[config.mk]
export PLATFORM = sky130hd
export DESIGN_NAME = ssm_ctrl
export DESIGN_NICKNAME = d
export VERILOG_FILES = /design/src/design/ssm_pkg.sv /design/src/design/ssm_ctrl.sv
export SDC_FILE = /design/constraint.sdc
export NUM_CORES = 1
export LEC_CHECK = 0
export ABC_AREA = 0
export BUFFER_PORTS_ARGS = -buffer_cell sky130_fd_sc_hd__buf_4
export CELL_PAD_IN_SITES_DETAIL_PLACEMENT = 1
export CELL_PAD_IN_SITES_GLOBAL_PLACEMENT = 2
export CORE_AREA = 3 3 40 42
export CTS_BUF_LIST = sky130_fd_sc_hd__clkbuf_16
export DETAILED_ROUTE_END_ITERATION = 8
export DIE_AREA = 0 0 43 45
export HOLD_SLACK_MARGIN = 0.03
export PLACE_DENSITY = 0.79
export RECOVER_POWER = 25
export SYNTH_ARGS = -nofsm -noshare
export SYNTH_HDL_FRONTEND = slang
export SYNTH_SLANG_ARGS = --single-unit
[constraint.sdc]
create_clock -name clk -period 3.25 [get_ports clk]
set_input_delay 0.325 -clock clk [delete_from_list [all_inputs] [get_ports clk]]
set_output_delay 0.325 -clock clk [all_outputs]
set_load 0.1 [all_outputs]
[src/design/ssm_pkg.sv]
// ----------------------------------------------------------------------------
// ssm_pkg
// Sizes, codes and the control/status bundles of the sparse set slot manager.
// ----------------------------------------------------------------------------
package ssm_pkg;

  localparam int ENTITY_SPACE  = 4096;
  localparam int SLOT_CAPACITY = 4096;

  localparam int MAP_AW  = $clog2(ENTITY_SPACE);
  localparam int SLOT_W  = $clog2(SLOT_CAPACITY);
  localparam int COUNT_W = $clog2(SLOT_CAPACITY + 1);

  // transaction field widths
  localparam int KIND_W        = 2;
  localparam int ENT_W         = 12;
  localparam int STATUS_W      = 2;
  localparam int SLOT_FIELD_W  = 12;
  localparam int COUNT_FIELD_W = 13;

  typedef enum logic [KIND_W-1:0] {
    KIND_ADD,
    KIND_LOOKUP,
    KIND_REMOVE
  } kind_t;

  typedef enum logic [STATUS_W-1:0] {
    ST_DONE,
    ST_ABSENT,
    ST_FULL
  } status_t;

  typedef enum logic [2:0] {
    S_CLEAR,
    S_IDLE,
    S_EVAL,
    S_FIX,
    S_EMIT
  } state_t;

  typedef struct packed {
    logic              valid;
    logic [SLOT_W-1:0] slot;
  } map_entry_t;

  typedef struct packed {
    logic clr_step;
    logic accept;
    logic eval;
    logic fix;
    logic load_out;
    logic out_from_eval;
  } ssm_cmd_t;

  typedef struct packed {
    logic clr_last;
    logic need_fix;
  } ssm_stat_t;

  typedef struct packed {
    status_t                    status;
    logic [SLOT_FIELD_W-1:0]    slot;
    logic                       moved;
    logic [SLOT_FIELD_W-1:0]    moved_from_slot;
    logic [COUNT_FIELD_W-1:0]   live_count;
  } result_t;

endpackage

[src/design/ssm_ctrl.sv]
// ----------------------------------------------------------------------------
// ssm_ctrl
// Sequencer: clearing pass, accept, evaluate, move fix-up and response hand-off.
// ----------------------------------------------------------------------------
module ssm_ctrl (
  input  logic              clk,
  input  logic              rst_n,
  input  logic              in_valid,
  output logic              in_ready,
  output logic              out_valid,
  input  logic              out_ready,
  input  ssm_pkg::ssm_stat_t stat,
  output ssm_pkg::ssm_cmd_t  cmd
);

  ssm_pkg::state_t state_r, state_nxt;
  logic            out_valid_r, out_valid_nxt;
  logic            emit_ok;

  assign emit_ok   = !out_valid_r || out_ready;
  assign out_valid = out_valid_r;

  always_ff @(posedge clk) begin
    if (!rst_n) begin
      state_r     <= ssm_pkg::S_CLEAR;
      out_valid_r <= 1'b0;
    end else begin
      state_r     <= state_nxt;
      out_valid_r <= out_valid_nxt;
    end
  end

  always_comb begin
    state_nxt     = state_r;
    cmd           = '0;
    in_ready      = 1'b0;
    out_valid_nxt = out_valid_r && !out_ready;
    case (state_r)
      ssm_pkg::S_CLEAR: begin
        cmd.clr_step = 1'b1;
        if (stat.clr_last) state_nxt = ssm_pkg::S_IDLE;
      end
      ssm_pkg::S_IDLE: begin
        in_ready = 1'b1;
        if (in_valid) begin
          cmd.accept = 1'b1;
          state_nxt  = ssm_pkg::S_EVAL;
        end
      end
      ssm_pkg::S_EVAL: begin
        cmd.eval = 1'b1;
        if (stat.need_fix) begin
          state_nxt = ssm_pkg::S_FIX;
        end else if (emit_ok) begin
          cmd.load_out      = 1'b1;
          cmd.out_from_eval = 1'b1;
          out_valid_nxt     = 1'b1;
          state_nxt         = ssm_pkg::S_IDLE;
        end else begin
          state_nxt = ssm_pkg::S_EMIT;
        end
      end
      ssm_pkg::S_FIX: begin
        cmd.fix = 1'b1;
        if (emit_ok) begin
          cmd.load_out  = 1'b1;
          out_valid_nxt = 1'b1;
          state_nxt     = ssm_pkg::S_IDLE;
        end else begin
          state_nxt = ssm_pkg::S_EMIT;
        end
      end
      ssm_pkg::S_EMIT: begin
        if (emit_ok) begin
          cmd.load_out  = 1'b1;
          out_valid_nxt = 1'b1;
          state_nxt     = ssm_pkg::S_IDLE;
        end
      end
      default: begin
        state_nxt = ssm_pkg::S_CLEAR;
      end
    endcase
  end

endmodule

; Word level (Yosys, flattened, before mapping)
; Cells that the tools add are included.
[totals]
regBits = 4
in_bits = 6
wordCells = 36
output_inout_bits = 8
[classes]
eq_ne = 7
n_mux = 20
reduce_logical = 7
[ops]
columns = operator, count
row1 = $mux W3, 5
row2 = $pmux W3 S5, 1
row3 = $mux W1, 10
row4 = $eq A3 B2 Y1 const B, 2
row5 = $ne A2 B2 Y1 const B, 3
row6 = $mux W2, 2
row7 = $pmux W1 S2, 2
row8 = $eq A3 B1 Y1 const B, 1
row9 = $eq A3 B3 Y1 const B, 1
row10 = $logic_not A3 Y1, 1
row11 = $reduce_and A3 Y1, 1
row12 = $logic_not A1 Y1, 2
row13 = $reduce_or A2 Y1, 1
row14 = $logic_and A1 B1 Y1, 1
row15 = $logic_or A1 B1 Y1, 1

; Logic depth before layout (Yosys ltp)
; Gate-level depths: netlist of run 1.
[logic_depth]
depth_word = 5
ltp_mapped = 5
mapped_depth_nobuf = 4

; Least setup slack after synthesis of run 1
; OpenSTA, ideal clock, no wires.
[synth_path]
kind = flip-flop to output port
startpoint = register out_valid_r, in the netlist out_valid
endpoint = output port cmd[0] in the netlist's numbering
required_time_ns = 2.925
path_stages_with_launch = 3
setup_slack_ns = -0.865
arrival_ns = 3.790
n_path_buf = 0
path_cell_list = dfxtp_1 nor2b_1 nor4_1
[synth_rtl]
columns = item, line_no
row1 = "start, declared", ssm_ctrl.sv:17  ; logic out_valid_r, out_valid_nxt;
row2 = "start signal, assigned", ssm_ctrl.sv:29  ; out_valid_r <= out_valid_nxt;
row3 = "end, declared", ssm_ctrl.sv:13  ; output ssm_pkg::ssm_cmd_t cmd

==> metrics.cfg, run 1 <==
[timing]
slew_headroom_pct = 23.1
timing.final.hold_violations = 0
finalSetupViolations = 0
fin_setup_tns_ps = 0
slew_violations = 0
tightestPinTransition_ps = 1160
rsz0062_at_grt = no
post-route-period-util_pct = 59.7
setup_slack_ps = 1310
finalHoldWorstSlack_ps = 351
fin_skew_ps = 1.07
finalCriticalPeriod_ps = 1940
fmax_mhz = 515

[min_path]
min_path_type = in -> reg
holdPathStages = 3

[cells_and_area]
layout_common_cells = 12 x buf_4, 4 x nor2_1, 4 x a21oi_1, 4 x dfxtp_1, 3 x clkbuf_16
fillers = 149
area_growth_pct = 63.7
layout_commonest_cell = buf_4
drive_above_1_share_pct = 49.0
fin_nets = 57
num_antenna_cells = 0
stdcell_area_um2 = 463

[clock_network]
post_cts_buffers = 0
insertion_delay_ps = 230
path_clk_slew_ps = 30
holdBufCountCts = 0
cts_tree = yes
numCtsBuffers = 3
cts_root_buf = clkbuf_16
cts-resized-gates = 0
cts.path.max_buffers = 2
cts-htree-levels = 1
cts_num_sinks = 4

[floorplanning]
die_y_um = 45
die_x_um = 43
coreArea_um2 = 1280
io_pins = 14
dieArea_um2 = 1940
rows = 13
initial_core_util_pct = 22.0

[critical_path]
critPathLaunchType = flop
max_stage_delay_ps = 540
crit_buf_inv = 2
ff2ff_path_depth = 3
crit_cells = 4
crit_required_ps = 2920
cp-end-kind = primary output
slowest_stage = dfxtp_1
path_cells = inv_2 -> nor3_2 -> and2_1 -> buf_4
cp_top_family = flip-flops
path_max_fanout = 9
timing_worst_setup_path_type = reg -> out
critPathArrivalTime_ps = 1620

[logic_synthesis]
seq_area_frac_synth_pct = 28.3
syn_inst = 34
ys_types = 24
syn_area_per_cell_um2 = 8.32
ys_seq_elements = 4
syn-cell-area_um2 = 283
synth_warnings = 0
syn-num-nets = 40

[placement]
hpwl_um = 553
dp_slack_ps = 1530
gp_congestion = 0.695
place_area_um2 = 394
portBuffers = 13

[detailed_routing]
drtAntennaViolNets = 0
drtIter0Drc = 1
drt-total-wl_um = 773
wire_per_inst_um = 12.1
drc_errors = 0
firstDrtPassIters = 4
vias = 294
vias_per_cell = 4.59

[global_routing]
track_usage_pct = 8.99
grt_pass1_wl_um = 1250
grt_pass1_vias = 281
grt_start_max_net_pins = 10
grt.overflow.total = 0
antenna_found_initial = 0

[power_and_ir_drop]
power_density_nw_per_um2 = 763
p_int_mw = 0.236
leakage_nw = 0.193
seq_power_share_pct = 16.9
pwr-share-clk_pct = 55.2
p_comb_share_pct = 28.0
switching_share_pct = 33.1
ir_drop_mv = 0.318
p_switching_mw = 0.117

[run]
cap_viol_max_count = 0

[status]
status = finished, final reports clean

-- sequential cells by signal, indices dropped and copies added (netlist names) --
register and count:
out_valid 1, state_r 3
-- worst reg2reg max path, cell delays in order (launching register included) --
cell and delay [ps]:
dfxtp_1 540, mux2_4 340, o31ai_2 250, a21oi_1 100
-- path summary, 6_finish.rpt --
check                     startpoint                      end  slack [ps]
min                            rst_n  state_r[2]$_SDFFE_PN0P_         350
min reg2reg     out_valid$_SDFF_PN0_  state_r[2]$_SDFFE_PN0P_         650
max          state_r[0]$_SDFFE_PN0P_                   cmd[4]        1310
max reg2reg  state_r[0]$_SDFFE_PN0P_  state_r[0]$_SDFFE_PN0P_        1900
-- cell families after synthesis --
logic type | Yosys count | synth area share, %
AND/OR/NAND/NOR | 16 | 35.8
flip-flops | 4 | 28.3
AO/OA/AOI/OAI | 10 | 23.9
buffers and inverters | 3 | 6.63
multiplexers | 1 | 5.31
-- per-layer routing --
layer | routed length [um] | vias to the layer above | GRT usage, %
li1 | - | 150 | -
met1 | 325 | 130 | 10.3
met2 | 368 | 12 | 13.8
met3 | 54 | 2 | 2.79
met4 | 25 | 0 | 7.23
met5 | 0 | - | 0
-- power groups by stage --
| stage | clock [mW] | sequential [mW] | combinational [mW] |
|---|---|---|---|
| after detailed placement | 0 | 0.0607 | 0.100 |
| after floorplan | 0 | 0.0590 | 0.0825 |
| after global placement | 0 | 0.0605 | 0.100 |
| after CTS | 0.201 | 0.0599 | 0.100 |
| final | 0.195 | 0.0596 | 0.0988 |
| after global routing | 0.202 | 0.0603 | 0.104 |
-- cell type report --
type	count	area, um^2	share of cell area [%]
Multi-Input combinational cell	27	188	40.5
Timing Repair Buffer	13	93.8	20.3
Sequential cell	4	80.1	17.3
Clock buffer	3	75.1	16.2
Tap cell	15	18.8	4.05
Inverter	2	7.51	1.62
-- through the flow --
step / util (%) / power, mW / instances
final: 36.0 / 0.353 / 64
after floorplan: - / 0.142 / 34
after global routing: 36.0 / 0.367 / 64
after detailed placement: 30.7 / 0.161 / 61
after CTS: 36.5 / 0.361 / 64
after global placement: 30.7 / 0.161 / 61
-- synthesized netlist by cell type --
library cell  number  area share, %
a21oi_1            4            7.1
dfxtp_1            4             28
nor2_1             4            5.3
nand2b_2           2            6.2
a21boi_1           1            2.7
a21oi_2            1            3.1
and2_1             1            2.2
buf_6              1            4.0
inv_1              1            1.3
inv_2              1            1.3
mux2_4             1            5.3
nand2_1            1            1.3
nand2b_1           1            2.2
nor2_2             1            2.2
nor2b_1            1            2.2
nor3_1             1            1.8
nor3_2             1            3.5
nor3b_2            1            4.4
nor4_1             1            2.2
o21ai_1            1            1.8
o22ai_1            1            2.2
o31ai_1            1            2.7
o31ai_2            1            4.4
or2_0              1            2.2
Power figures use the tool's default switching activity.
==> run 2: changes to the inputs <==
ABC_AREA = 1   (was 0)
CORE_AREA = unset   (was 3 3 40 42)
CORE_ASPECT_RATIO = 1.1   (was unset)
CORE_MARGIN = 3   (was unset)
CORE_UTILIZATION = 16   (was unset)
DIE_AREA = unset   (was 0 0 43 45)
PLACE_DENSITY = 0.74   (was 0.79)
clock period = 1.6 ns   (was 3.25 ns; I/O delays follow)
==> run 2 against run 1 <==
Clock power grew 96%. Sequential share of layout area shrank 1.5 points. Combinational power grew to 3.0 times the previous value. Worst hold slack lost 220 ps. Power grew 130%. Register-to-register slack lost 1400 ps. Die area grew 17%. First-iteration DRC count grew to 3.0 times the previous value. Clock-buffer cell count is the same. Via count grew 15%.
==> metrics.cfg, run 2 <==
[status]
status = finished, final reports clean

[logic_synthesis]
synth_common_cells = 13 x inv_1, 9 x nand2_1, 8 x nor2_1
synth-xor-area-share_pct = 0
ys_seq_elements = 4
synth_warnings = 0
synthArstFlopShare_pct = 0
yosysMostFrequentCell = inv_1
synthTopCellsByArea = dfxtp_1 29%, inv_1 18%, nand2_1 12%
ys_types = 12
synthAdderAreaFrac_pct = 0
yosys.area.top_type = dfxtp_1
syn_area_per_cell_um2 = 5.86
synthSimpleGateAreaFrac_pct = 43.2
synth_top_family_by_area = simple AND/OR/NAND/NOR gates
syn-num-nets = 53
synth-edff-count = 0
synthMuxAreaShare_pct = 0
syn-cell-area_um2 = 275
seq_area_frac_synth_pct = 29.1
synth_top_area_share_pct = 29.1
ys.flop_type = dfxtp_1
synth_compound_area_share_pct = 10.0
syn_inst = 47

[timing]
timing.final.hold_violations = 0
fmax_mhz = 674
tightestPinTransition_ps = 539
post-route-period-util_pct = 92.8
finalSetupViolations = 0
fin_skew_ps = 0.381
slew_violations = 0
rsz0062_at_grt = no
finalHoldWorstSlack_ps = 136
slew_headroom_pct = 64.2
finalCriticalPeriod_ps = 1480
fin_setup_tns_ps = 0

[placement]
hpwl_um = 652
gp_congestion = 0.740
portBuffers = 13

[power_and_ir_drop]
power_mw = 0.805
power_density_nw_per_um2 = 1510
ir_drop_mv = 0.582
leakage_nw = 0.272

[critical_path]
critPathArrivalTime_ps = 1320
critPathLaunchType = flop
path_max_fanout = 6
path_cells = nor2_2 -> o21ai_2 -> a21oi_4 -> buf_8
cp-end-kind = primary output
crit_required_ps = 1440
max_stage_delay_ps = 380
cp_top_family = flip-flops
slowest_stage = dfxtp_1
timing_worst_setup_path_type = reg -> out
crit_buf_inv = 1

[global_routing]
grt.overflow.total = 0
grt_start_max_net_pins = 7
track_usage_pct = 8.88
antenna_found_initial = 0
grt_pass1_vias = 348
grt_pass1_wl_um = 1370

[floorplanning]
dieArea_um2 = 2250
rows = 15
die_x_um = 45.5
die_y_um = 49.5
io_pins = 14
initial_core_util_pct = 17.3
coreArea_um2 = 1600

[clock_network]
holdBufCountCts = 0
cts_num_sinks = 4
insertion_delay_ps = 220
numCtsBuffers = 3
cts-htree-levels = 1
cts_tree = yes
cts_root_buf = clkbuf_16
cts.path.max_buffers = 2
post_cts_buffers = 0
path_clk_slew_ps = 30

[detailed_routing]
drc_errors = 0
drtAntennaViolNets = 0
vias_per_cell = 4.16
drtIter0Drc = 3
firstDrtPassIters = 2
drt-total-wl_um = 800
vias = 337
wire_per_inst_um = 9.88

[cells_and_area]
layout_common_cells = 12 x inv_1, 12 x buf_4, 8 x nand2_1
top_register = state_r
postLayoutCoreUtil_pct = 33.3
area_growth_pct = 93.2
drive_above_1_share_pct = 50.0
num_antenna_cells = 0
largest_register_ffs = 3
fin_nets = 72
fillers = 202

[min_path]
min_path_type = in -> reg

[run]
cap_viol_max_count = 0

run 2: cell types whose count changed after synthesis, sizes merged, moves of 2 or more:
cell,before,now
inv,2,13
a21oi,5,2
o31ai,2,0
nand2b,3,0
nand2,1,9
nand3,0,5
nor2,5,10
run 2: worst paths after layout:
check	startpoint	to	slack, ps	depth (start not counted)
worst min register to register	out_valid$_SDFF_PN0_	state_r[2]$_SDFFE_PN0P_	530	2
worst min-delay path	rst_n	out_valid$_SDFF_PN0_	140	3
worst max register to register	state_r[2]$_SDFFE_PN0P_	state_r[0]$_SDFFE_PN0P_	490	5
worst max-delay path	state_r[2]$_SDFFE_PN0P_	cmd[1]	120	4
run 2: metrics by stage:
step	instances	setup WS [ps]	cell area, um^2
after detailed placement	78	229	442
after floorplan	47	-440	315
final	81	115	532
after global placement	78	224	442
after CTS	81	34.3	520
after global routing	81	2.64	532
run 2: cell type report:
class | count | area, um^2 | share of cell area, %
sequential | 4 | 83.8 | 15.8
timing repair buffer | 14 | 110 | 20.7
clock buffer | 3 | 75.1 | 14.1
multi-input combinational | 30 | 193 | 36.2
tap | 17 | 21.3 | 4.00
inverter | 13 | 48.8 | 9.18
run 2: layer usage:
layer  share of wire (%)  GRT usage, %
met5                   0             0
met4                 3.9          7.32
met3                 6.4          4.38
met2                  47          11.6
met1                  43          10.4
run 2: worst min-delay path, delay by kind of cell:
family / cells / cell delay [ps]
buffers and inverters: 2 / 120
and+or+nand+nor: 1 / 40
run 2: report_power, final:
| part | total (mW) | internal [mW] | switching [mW] | leakage, nW |
|---|---|---|---|---|
| clock | 0.383 | 0.319 | 0.0642 | 0.0370 |
| combinational | 0.294 | 0.0726 | 0.221 | 0.201 |
| sequential | 0.128 | 0.111 | 0.0173 | 0.0338 |
run 2: what timing repair did:
action,in CTS,in global routing
resized for setup,1,4
setup endpoints to repair,1,1
endpoints found under the hold margin,0,0
run 2: cell families (layout without fill, tap and decap cells):
family,after synthesis,after routing
compound gates,4,4
simple gates,26,26
flops,4,4
buf+inv,13,30
==> run 3: changes to the inputs <==
CORE_ASPECT_RATIO = unset   (was 1.1)
==> run 3 against run 2 <==
Non-clock buffer count unchanged. Maximum frequency decreased by 2.1%. Worst hold slack better by 5.1 ps. Utilization increased by 0.54 points. First-iteration DRC count down 67%. Flip-flop and latch count did not move. Clock power increased by 3%. Highest routed layer unchanged. Combinational power barely moved. Critical endpoint unchanged. Worst setup slack lost 32 ps. Clock-buffer cell count is the same. Register-to-register slack lost 80 ps. Die area is essentially flat.
==> metrics.cfg, run 3 (synthesis results as in run 2) <==
[critical_path]
critPathLaunchType = flop
critPathArrivalTime_ps = 1360
worstReg2RegStart = state_r[2]$_SDFFE_PN0P_
cp-end-kind = primary output
slowest_stage = dfxtp_1
max_stage_delay_ps = 500
path_max_fanout = 6
cp_top_family = flip-flops
ff2ff_path_depth = 5
crit_buf_inv = 1
reg2reg_slack_ps = 410
timing.rr.end = out_valid$_SDFF_PN0_
crit_required_ps = 1440
path_cells = nand2_1 -> a21oi_4 -> buf_6
timing_worst_setup_path_type = reg -> out

[placement]
gp_congestion = 0.707
portBuffers = 13
hpwl_um = 665
place_area_um2 = 440

[global_routing]
track_usage_pct = 9.88
grt_pass1_wl_um = 1420
grt_pass1_vias = 344
antenna_found_initial = 0
grt_start_max_net_pins = 7
grt.overflow.total = 0

[power_and_ir_drop]
power_density_nw_per_um2 = 1540
ir_drop_mv = 0.568
leakage_nw = 0.271
power_mw = 0.815

[status]
status = finished, final reports clean

[detailed_routing]
drtIter0Drc = 1
drc_errors = 0
drt-total-wl_um = 851
vias_per_cell = 4.34
vias = 347
wire_per_inst_um = 10.6
firstDrtPassIters = 2
drtAntennaViolNets = 0

[clock_network]
cts_tree = yes
cts.path.max_buffers = 2
numCtsBuffers = 3
cts_num_sinks = 4
insertion_delay_ps = 230
cts-htree-levels = 1
cts_root_buf = clkbuf_16
path_clk_slew_ps = 30

[timing]
fin_setup_tns_ps = 0
fin_skew_ps = 3.49
slew_violations = 0
finalSetupViolations = 0
fmax_mhz = 660
finalHoldWorstSlack_ps = 141
tightestPinTransition_ps = 539
post-route-period-util_pct = 94.8
finalCriticalPeriod_ps = 1520
timing.final.hold_violations = 0
slew_headroom_pct = 64.2
rsz0062_at_grt = no

[min_path]
whs_endpoint = out_valid$_SDFF_PN0_
min_path_type = in -> reg
holdPathStages = 3
min-delay-start = rst_n

[floorplanning]
coreArea_um2 = 1560
die_y_um = 47.5
rows = 14
io_pins = 14
die_x_um = 47.5
initial_core_util_pct = 17.7
dieArea_um2 = 2250

[cells_and_area]
area_growth_pct = 91.8
stdcell_area_um2 = 528
layout_common_cells = 12 x inv_1, 12 x buf_4, 8 x nand2_1
top_register = state_r
fin_nets = 72
num_antenna_cells = 0
drive_above_1_share_pct = 48.4
largest_register_ffs = 3

[run]
cap_viol_max_count = 0

run 3: cell counts in the layout (fill, tap and decap cells not counted):
Identical to the previous run, type by type.
run 3: timing repair:
item,in CTS,in global routing
resized for setup,1,3
hold endpoints to repair,0,0
setup endpoints to repair,1,1
setup buffers,0,0
hold buffers,0,0
run 3: layout make-up:
class,count,area [um^2]
flip-flops and latches,4,83.8
well taps,16,20.0
inverters,13,48.8
fillers,197,1030
clock buffers,3,75.1
repair buffers,14,106
multi-input cells,30,194
run 3: worst register-to-register path, delay by kind of cell (launching register included):
family	cells	cell delay, ps
DFF	1	500
and+or+nand+nor	3	340
AOI/OAI and AO/OA	1	220
buffers and inverters	1	40
run 3: how the worst max path moves through the flow:
stage,cells after the start,from,slack (ps),end
global route,4,state_r[2]$_SDFFE_PN0P_,5,cmd[1]
finish,3,state_r[2]$_SDFFE_PN0P_,80,cmd[1]
global placement,4,state_r[0]$_SDFFE_PN0P_,220,cmd[1]
CTS,4,state_r[0]$_SDFFE_PN0P_,10,cmd[1]
detailed placement,4,state_r[0]$_SDFFE_PN0P_,200,cmd[1]
floorplan,4,state_r[1]$_SDFFE_PN0P_,-440,cmd[0]
run 3: stage by stage:
step                      utilization (%)  instances  setup WS (ps)
after floorplan                         -         47           -440
after global placement               28.3         77            219
after detailed placement             28.3         77            205
after CTS                            33.3         80           12.7
after global routing                 33.9         80           5.03
final                                33.9         80           83.9
run 3: report_power, final:
part           switching [mW]  internal, mW  leakage, nW  total (mW)
clock                  0.0732         0.320       0.0370       0.393
sequential             0.0162         0.111       0.0338       0.127
combinational           0.223        0.0714        0.200       0.295
total                   0.313         0.502        0.271       0.815
run 3: routing by layer:
metal / vias up / global-route usage [%] / wire length [um]
li1: 176 / - / -
met2: 10 / 13.1 / 400
met1: 156 / 11.2 / 368
met4: 0 / 8.29 / 31
met5: - / 0 / 0
met3: 5 / 5.64 / 50
